<file path="src/rtl/pwm_meter_pkg.sv">
// Shared types and constants of the PWM period, width and duty meter.
`default_nettype none
package pwm_meter_pkg;

  // Field widths.
  localparam int unsigned CAP_BITS  = 16;
  localparam int unsigned PER_BITS  = CAP_BITS + 1;
  localparam int unsigned FREQ_BITS = 28;
  localparam int unsigned PCT_BITS  = 7;
  localparam int unsigned ADDR_BITS = 4;
  localparam int unsigned DATA_BITS = 32;

  // Shared divider: dividend width sets the number of steps.
  localparam int unsigned DIV_STEPS = FREQ_BITS;
  localparam int unsigned CNT_BITS  = $clog2(DIV_STEPS);

  // Duty scale and saturation point.
  localparam logic [PCT_BITS-1:0] PCT_FULL = 7'd100;

  // Register indexes on the configuration port.
  localparam logic [1:0] REG_TIMER_TOP = 2'd0;
  localparam logic [1:0] REG_CLOCK_HZ  = 2'd1;
  localparam logic [1:0] REG_PRESCALER = 2'd2;

  // Register values after reset.
  localparam logic [CAP_BITS-1:0]  TIMER_TOP_RST = 16'hFFFF;
  localparam logic [FREQ_BITS-1:0] CLOCK_HZ_RST  = 28'd84000000;
  localparam logic [CAP_BITS-1:0]  PRESCALER_RST = 16'd83;

  // One measurement request.
  typedef struct packed {
    logic [0:0]          channel;
    logic                period_ready;
    logic                width_ready;
    logic [CAP_BITS-1:0] rise_first;
    logic [CAP_BITS-1:0] rise_second;
    logic [CAP_BITS-1:0] fall_first;
    logic [CAP_BITS-1:0] fall_second;
  } req_t;

  // One measurement result.
  typedef struct packed {
    logic [PER_BITS-1:0]  period_ticks;
    logic [FREQ_BITS-1:0] frequency_hz;
    logic [CAP_BITS-1:0]  pulse_width_ticks;
    logic [PCT_BITS-1:0]  duty_percent;
    logic                 width_found;
    logic                 period_zero;
  } rsp_t;

  // Sequencer states, one-hot.
  typedef enum logic [4:0] {
    ST_IDLE   = 5'b00001,
    ST_PERIOD = 5'b00010,
    ST_WIDTH  = 5'b00100,
    ST_DIV    = 5'b01000,
    ST_OUT    = 5'b10000
  } state_t;

  // Which quotient the shared divider is producing.
  typedef enum logic [1:0] {
    OP_TICK = 2'd0,
    OP_FREQ = 2'd1,
    OP_DUTY = 2'd2
  } div_op_t;

endpackage
`default_nettype wire

</file>
<file path="src/rtl/pwm_period_width_duty_meter.sv">
// Top level of the PWM period, width and duty meter with its shared divider.
// Each request names a channel and carries two rising and two falling timer
// captures; the block updates that channel's stored period, frequency, pulse
// width and duty and returns one result holding the channel's stored values.
// One shared 28-step restoring divider does all divisions: tick rate (clock
// over prescaler plus one), frequency (tick rate over period) and duty (width
// times 100 over period). A request passes through the sequencing states and
// one divider pass for each division, of which there are up to three when
// both the period and the width are updated with a nonzero period. The block
// takes one request at a time; req_ready is high only while it is idle.
// Configuration registers sit at byte addresses 0 (timer top), 4 (timer clock
// in hertz) and 8 (prescaler) and should be written only while idle.
`default_nettype none
module pwm_period_width_duty_meter #(
  parameter int unsigned CHANNELS = 2
) (
  input  logic                                 clk,
  input  logic                                 rst,
  // Request channel
  input  logic                                 req_valid,
  output logic                                 req_ready,
  input  pwm_meter_pkg::req_t                  req,
  // Result channel
  output logic                                 rsp_valid,
  input  logic                                 rsp_ready,
  output pwm_meter_pkg::rsp_t                  rsp,
  // Configuration port
  input  logic                                 psel,
  input  logic                                 penable,
  input  logic                                 pwrite,
  input  logic [pwm_meter_pkg::ADDR_BITS-1:0]  paddr,
  input  logic [pwm_meter_pkg::DATA_BITS-1:0]  pwdata,
  output logic [pwm_meter_pkg::DATA_BITS-1:0]  prdata,
  output logic                                 pready
);
  import pwm_meter_pkg::*;

  localparam int unsigned CH_W = (CHANNELS > 1) ? $clog2(CHANNELS) : 1;

  // Configuration registers.
  logic [CAP_BITS-1:0]  timer_top;
  logic [FREQ_BITS-1:0] clock_hz;
  logic [CAP_BITS-1:0]  prescaler;

  // Per-channel stored measurements.
  logic [PER_BITS-1:0]  stored_period    [CHANNELS];
  logic [FREQ_BITS-1:0] stored_frequency [CHANNELS];
  logic [CAP_BITS-1:0]  stored_width     [CHANNELS];
  logic [PCT_BITS-1:0]  stored_duty      [CHANNELS];

  // Sequencer and held request.
  state_t           state;
  div_op_t          op;
  req_t             req_q;
  logic [CH_W-1:0]  ch;
  logic             found;

  // Shared divider registers.
  logic [FREQ_BITS-1:0] div_num;
  logic [PER_BITS-1:0]  div_den;
  logic [PER_BITS-1:0]  div_rem;
  logic [CNT_BITS-1:0]  div_cnt;

  // Combinational helpers.
  logic [CH_W-1:0]      ch_in;
  logic [PER_BITS-1:0]  per_calc;
  logic [PER_BITS-1:0]  per_cur;
  logic [PER_BITS:0]    trial;
  logic                 trial_ge;
  logic [PER_BITS-1:0]  rem_step;
  logic [FREQ_BITS-1:0] q_last;
  logic                 div_last;
  logic                 win_first;
  logic                 win_second;
  logic [CAP_BITS-1:0]  width_new;
  logic [FREQ_BITS-1:0] width_scaled;
  logic                 cfg_write;

  // Channel index, saturated to the last channel.
  assign ch_in = (32'(req.channel) >= CHANNELS) ? CH_W'(CHANNELS - 1) : CH_W'(req.channel);

  // Period from the rising captures, wrapping once on the timer top.
  always_comb begin
    if (req_q.rise_first > req_q.rise_second) begin
      per_calc = {1'b0, timer_top} + PER_BITS'(1) + {1'b0, req_q.rise_second}
                 - {1'b0, req_q.rise_first};
    end else begin
      per_calc = {1'b0, req_q.rise_second} - {1'b0, req_q.rise_first};
    end
  end

  assign per_cur = stored_period[ch];

  // One restoring divider step: shift in the next dividend bit and subtract.
  assign trial    = {div_rem, div_num[FREQ_BITS-1]};
  assign trial_ge = trial >= {1'b0, div_den};
  assign rem_step = trial_ge ? PER_BITS'(trial - {1'b0, div_den}) : trial[PER_BITS-1:0];
  assign q_last   = {div_num[FREQ_BITS-2:0], trial_ge};
  assign div_last = div_cnt == CNT_BITS'(DIV_STEPS - 1);

  // Falling-capture window test and the resulting width.
  assign win_first  = (req_q.fall_first >= req_q.rise_first) &&
                      (req_q.fall_first <= req_q.rise_second);
  assign win_second = (req_q.fall_second >= req_q.rise_first) &&
                      (req_q.fall_second <= req_q.rise_second);

  always_comb begin
    priority if (win_first) begin
      width_new = req_q.fall_first - req_q.rise_first;
    end else if (win_second) begin
      width_new = req_q.fall_second - req_q.rise_first;
    end else begin
      width_new = stored_width[ch];
    end
  end

  assign width_scaled = FREQ_BITS'(width_new) * FREQ_BITS'(PCT_FULL);

  // Configuration port.
  assign pready    = 1'b1;
  assign cfg_write = psel && penable && pwrite && pready;

  always_comb begin
    unique case (paddr[3:2])
      REG_TIMER_TOP: prdata = DATA_BITS'(timer_top);
      REG_CLOCK_HZ:  prdata = DATA_BITS'(clock_hz);
      REG_PRESCALER: prdata = DATA_BITS'(prescaler);
      default:       prdata = '0;
    endcase
  end

  // Handshake and result payload.
  assign req_ready = state == ST_IDLE;
  assign rsp_valid = state == ST_OUT;

  always_comb begin
    rsp.period_ticks      = stored_period[ch];
    rsp.frequency_hz      = stored_frequency[ch];
    rsp.pulse_width_ticks = stored_width[ch];
    rsp.duty_percent      = stored_duty[ch];
    rsp.width_found       = found;
    rsp.period_zero       = stored_period[ch] == '0;
  end

  // Sequencer, divider and stored state.
  always_ff @(posedge clk) begin
    if (rst) begin
      state     <= ST_IDLE;
      timer_top <= TIMER_TOP_RST;
      clock_hz  <= CLOCK_HZ_RST;
      prescaler <= PRESCALER_RST;
      for (int i = 0; i < CHANNELS; i++) begin
        stored_period[i]    <= '0;
        stored_frequency[i] <= '0;
        stored_width[i]     <= '0;
        stored_duty[i]      <= '0;
      end
    end else begin
      // Register writes.
      if (cfg_write) begin
        unique case (paddr[3:2])
          REG_TIMER_TOP: timer_top <= pwdata[CAP_BITS-1:0];
          REG_CLOCK_HZ:  clock_hz  <= pwdata[FREQ_BITS-1:0];
          REG_PRESCALER: prescaler <= pwdata[CAP_BITS-1:0];
          default: ;
        endcase
      end

      unique case (state)
        ST_IDLE: begin
          if (req_valid) begin
            req_q <= req;
            ch    <= ch_in;
            found <= 1'b0;
            state <= ST_PERIOD;
          end
        end

        // Period update; start the tick-rate division if the period is nonzero.
        ST_PERIOD: begin
          if (req_q.period_ready) begin
            stored_period[ch] <= per_calc;
            if (per_calc == '0) begin
              stored_frequency[ch] <= '0;
              state <= req_q.width_ready ? ST_WIDTH : ST_OUT;
            end else begin
              op      <= OP_TICK;
              div_num <= clock_hz;
              div_den <= {1'b0, prescaler} + PER_BITS'(1);
              div_rem <= '0;
              div_cnt <= '0;
              state   <= ST_DIV;
            end
          end else begin
            state <= req_q.width_ready ? ST_WIDTH : ST_OUT;
          end
        end

        // Width update; start the duty division if the period is nonzero.
        ST_WIDTH: begin
          stored_width[ch] <= width_new;
          found            <= win_first || win_second;
          if (per_cur == '0) begin
            stored_duty[ch] <= '0;
            state <= ST_OUT;
          end else begin
            op      <= OP_DUTY;
            div_num <= width_scaled;
            div_den <= per_cur;
            div_rem <= '0;
            div_cnt <= '0;
            state   <= ST_DIV;
          end
        end

        // Shared divider, one quotient bit per cycle.
        ST_DIV: begin
          if (!div_last) begin
            div_num <= q_last;
            div_rem <= rem_step;
            div_cnt <= div_cnt + CNT_BITS'(1);
          end else begin
            unique case (op)
              OP_TICK: begin
                op      <= OP_FREQ;
                div_num <= q_last;
                div_den <= per_cur;
                div_rem <= '0;
                div_cnt <= '0;
              end
              OP_FREQ: begin
                stored_frequency[ch] <= q_last;
                state <= req_q.width_ready ? ST_WIDTH : ST_OUT;
              end
              OP_DUTY: begin
                stored_duty[ch] <= (q_last > FREQ_BITS'(PCT_FULL)) ? PCT_FULL
                                                                  : q_last[PCT_BITS-1:0];
                state <= ST_OUT;
              end
              default: state <= ST_OUT;
            endcase
          end
        end

        ST_OUT: begin
          if (rsp_ready) begin
            state <= ST_IDLE;
          end
        end

        default: state <= ST_IDLE;
      endcase
    end
  end

`ifndef SYNTHESIS
  // The block never takes a request while a result is pending.
  a_req_rsp_excl: assert property (@(posedge clk) disable iff (rst)
    !(req_ready && rsp_valid))
    else $error("request accepted while a result is pending");

  // A delivered result returns the block to idle.
  a_rsp_to_idle: assert property (@(posedge clk) disable iff (rst)
    (rsp_valid && rsp_ready) |=> req_ready)
    else $error("block not idle after result delivery");

  // An accepted request is never answered in the very next cycle.
  a_no_early_rsp: assert property (@(posedge clk) disable iff (rst)
    (req_valid && req_ready) |=> !rsp_valid)
    else $error("result appeared without sequencing");

  // Reported duty is saturated at full scale.
  a_duty_sat: assert property (@(posedge clk) disable iff (rst)
    rsp_valid |-> (rsp.duty_percent <= PCT_FULL))
    else $error("duty above full scale");

  // A zero period always reports zero frequency.
  a_zero_period: assert property (@(posedge clk) disable iff (rst)
    (rsp_valid && rsp.period_zero) |-> (rsp.frequency_hz == '0))
    else $error("nonzero frequency with zero period");
`endif

endmodule
`default_nettype wire
</file>
<file path="config.mk">
export PLATFORM = sky130hd
export DESIGN_NAME = pwm_period_width_duty_meter
export DESIGN_NICKNAME = d
export VERILOG_FILES = /design/src/rtl/pwm_meter_pkg.sv /design/src/rtl/pwm_period_width_duty_meter.sv
export SDC_FILE = /design/constraint.sdc
export NUM_CORES = 1
export LEC_CHECK = 0
export ABC_AREA = 1
export BUFFER_PORTS_ARGS = -buffer_cell sky130_fd_sc_hd__clkbuf_2
export CAP_MARGIN = 20
export CORE_MARGIN = 1.5
export CORE_UTILIZATION = 45
export DETAILED_ROUTE_END_ITERATION = 6
export PLACE_DENSITY = 0.72
export SLEW_MARGIN = 30
export SYNTH_ARGS = -nofsm -noshare
export SYNTH_HDL_FRONTEND = slang
export SYNTH_SLANG_ARGS = --single-unit
</file>
<file path="constraint.sdc">
create_clock -name clk -period 12.7 [get_ports clk]
set_clock_uncertainty 0.1 [all_clocks]
set_input_delay 1.27 -clock clk [delete_from_list [all_inputs] [get_ports clk]]
set_output_delay 1.27 -clock clk [all_outputs]
set_load 0.01 [all_outputs]
</file>
==> impl_results.md <==
- CP max stage delay: 490 ps
- Power Density: 145 nW/µm²
- FF-to-FF End: div_num[18]$_DFFE_PP_
- H-tree lvl count: 2
- Final-report hold violation count: 0
- F_max: 143 MHz
- Share of layout cells above drive strength 1: 12.5%
- Cell Area, Synth: 21800 µm²
- ANT nets after route: 0
- Worst R2R Path Depth: 35
- Hold Path Cell Cnt: 2
- Vias per cell: 5.33
- Required @ worst endpoint: 12910 ps
- Top cells by area, synth: edfxtp_1 38%, nand2_1 11%, ha_1 9.7%
- EDFF count, synth: 273
- Post-DP Area: 23500 µm²
- Core Util, Final: 51.9%
- R2r setup slk: 5710 ps
- Clk_lat worst skew: 570 ps
- Worst vdd ir: 0.110 mV
- Initial Utilization: 45.6%
- Nets: 3117
- Die area: 49900 µm²
- CP startpoint: req_q[48]$_DFFE_PP_
- Num CTS Buffers: 38
- Worst EP arrival: 7200 ps
- Row count: 80
- Design Area, Final: 24800 µm²
- Post-synth top cells: 650 x nand2_1, 401 x inv_1, 273 x edfxtp_1
- Initial DRC count: 1628
- Routed vias: 18400
- CP delay by family, top: simple AND/OR/NAND/NOR gates
- Root buf cell: clkbuf_16
- Minimum clock period: 6990 ps
- Area growth, synth to finish: 13.7%
- Post-CTS setup buffer count: 0
- Slew headroom: 35.9%
- Top FF cell, synth: edfxtp_1
- Area leader, netlist: edfxtp_1
- Worst path slowest cell: fa_1
- Post-place setup slack: 5750 ps
- First-pass iteration count of the detailed router: 6
- Hold Crit Start: clock_hz[5]$_SDFFE_PP0P_
- Multi-input logic area: 10500 µm²
- CTS max path bufs: 3
- Status: finished clean
- CTS sink cnt: 339
- Hold crit path type: register to register
- Final period util: 55.0%
- RSZ-0062 raised after global routing: no
- WHS Endpoint: clock_hz[5]$_SDFFE_PP0P_
- Number of remaining DRC errors: 0
- # fillers: 4493
- Library cells used by synthesis: 59
- First-pass GRT wire length: 97.3 mm
- Avg Cell Area, Syn: 8.33 µm²
- IO Count: 215
- Final setup vio count: 0
- WP buf/inv: 5
- Max-cap viol count: 0
- Top-area cell type share of the netlist area: 37.5%
- Worst-path clk slew: 60 ps
- Worst Path Class, Setup: register to register
- Die Wd: 223 µm
- Die H: 223 µm
- Critical R2R Launch: req_q[48]$_DFFE_PP_
- Slew of the pin with the lowest slew margin: 961 ps
- Storage element area: 9520 µm²
- Max Fanout on Critical Path: 19
- Core ar.: 47800 µm²
- Worst setup EP type: register
- PortBufs: 203
- Final Routed Wirelength: 62.5 mm
- GP Congestion: 0.952
- DP HPWL: 49.0 mm
- Fin worst setup slack: 5710 ps
- Post-synthesis sequential area ratio: 43.6%
- Most common cell in the netlist: nand2_1
- Max-slew violation count: 0
- Largest net degree at the start of global routing: 70
- WL/cell: 18.1 µm
- Global Route Usage Sum: 25.2%
- Critical path's most frequent cell: nand2_1
- CTS tree: built
- Congestion Overflow GR: 0
- Hold bufs inserted after CTS: 0
- Initial antenna violation count: 3
- Leakage: 11.6 nW
- Min Hold Slack: 380 ps
- Critical path launch point type: register
- Ys async rst share: 0%
- PostCTS Resize Cnt: 0
- Seq cells post-synth: 339
- Number of global-route vias before repair: 17600
- Setup TNS: 0 ps
- YS warnings: 0
- Syn Inst Count: 2622
==> logic make-up (layout without fill, tap and decap cells) <==
kind of cell | after synthesis | count (layout) | synth area share (%)
DFF | 339 | 339 | 43.6
other | 2 | 7 | 0.0344
adders and majority gates | 200 | 200 | 12.5
xor gates and xnor gates | 62 | 62 | 2.49
and+or+nand+nor | 1125 | 1125 | 21.9
muxes | 1 | 1 | 0.0458
AOI/OAI and AO/OA | 400 | 400 | 10.7
buffers and inverters | 493 | 705 | 8.73
==> worst min-delay path, delay by kind of cell, from the launching register on <==
| family | cells | cell delay, ps |
|---|---|---|
| flip-flops | 1 | 310 |
| buffers and inverters | 1 | 60 |
| AO/OA/AOI/OAI | 1 | 60 |
==> cell type report <==
| class | instances | share of cell area, % |
|---|---|---|
| flip-flops and latches | 339 | 38.3 |
| diodes | 2 | 0.0202 |
| well taps | 615 | 3.10 |
| clock inverters | 20 | 1.08 |
| clock buffers | 50 | 4.38 |
| repair buffers | 222 | 4.67 |
| inverters | 413 | 6.25 |
| multi-input cells | 1793 | 42.2 |
==> sequential cells by signal, indices dropped and copies added, names as in the netlist, named ones only <==
name	count
div_den	17
div_cnt	5
stored_frequency	56
op	2
timer_top	16
state	5
clock_hz	28
ch	1
req_q	66
stored_period	34
prescaler	16
div_num	28
found	1
stored_width	32
div_rem	17
stored_duty	14
==> per-layer routing <==
metal  vias up  share of wire [%]  track usage, %
li1       9102                  -               -
met1      8556                 45            34.3
met2       632                 46            41.5
met3       100                6.4            3.78
met4         4                2.6            7.52
met5         -              0.045               0
==> how the worst max path moves through the flow <==
stage | end | slack, ps | cells past startpoint
CTS | div_num[18]$_DFFE_PP_ | 5730 | 35
global route | div_num[18]$_DFFE_PP_ | 5080 | 35
detailed placement | div_num[18]$_DFFE_PP_ | 5750 | 35
floorplan | div_cnt[0]$_SDFFCE_PN0P_ | 6110 | 19
finish | div_num[18]$_DFFE_PP_ | 5710 | 35
global placement | div_num[18]$_DFFE_PP_ | 5850 | 35
==> cell usage in the layout, fill, tap and decap left out, types with 21 or more instances in the layout <==
| cell | Yosys | routed |
|---|---|---|
| nand2_1 | 650 | 650 |
| nand4_1 | 30 | 30 |
| or2_2 | 21 | 21 |
| nand3_1 | 85 | 84 |
| o211ai_1 | 30 | 30 |
| nor3_1 | 90 | 87 |
| nor2_1 | 194 | 191 |
| o21ai_0 | 129 | 129 |
| inv_1 | 401 | 400 |
| xor2_1 | 41 | 41 |
| xnor2_1 | 21 | 21 |
| dfxtp_1 | 66 | 65 |
| o221ai_1 | 30 | 30 |
| clkbuf_16 | 0 | 40 |
| ha_1 | 169 | 169 |
| fa_1 | 31 | 31 |
| a21oi_1 | 139 | 139 |
| clkbuf_2 | 0 | 203 |
| edfxtp_1 | 273 | 273 |
==> report_power, final <==
part	leakage, nW	internal (W)	switching (W)
sequential	3.21	0.00124	0.0000231
combinational	7.76	0.000402	0.000752
clock	0.656	0.000697	0.000476
total	11.6	0.00234	0.00125
==> per-stage QoR <==
step | cells | total power (W)
detailed placement | 3382 | 0.00243
global placement | 3382 | 0.00241
floorplan | 2625 | 0.00212
global route | 3452 | 0.00383
finish | 3454 | 0.00359
CTS | 3452 | 0.00361
Power figures use the tool's default switching activity.
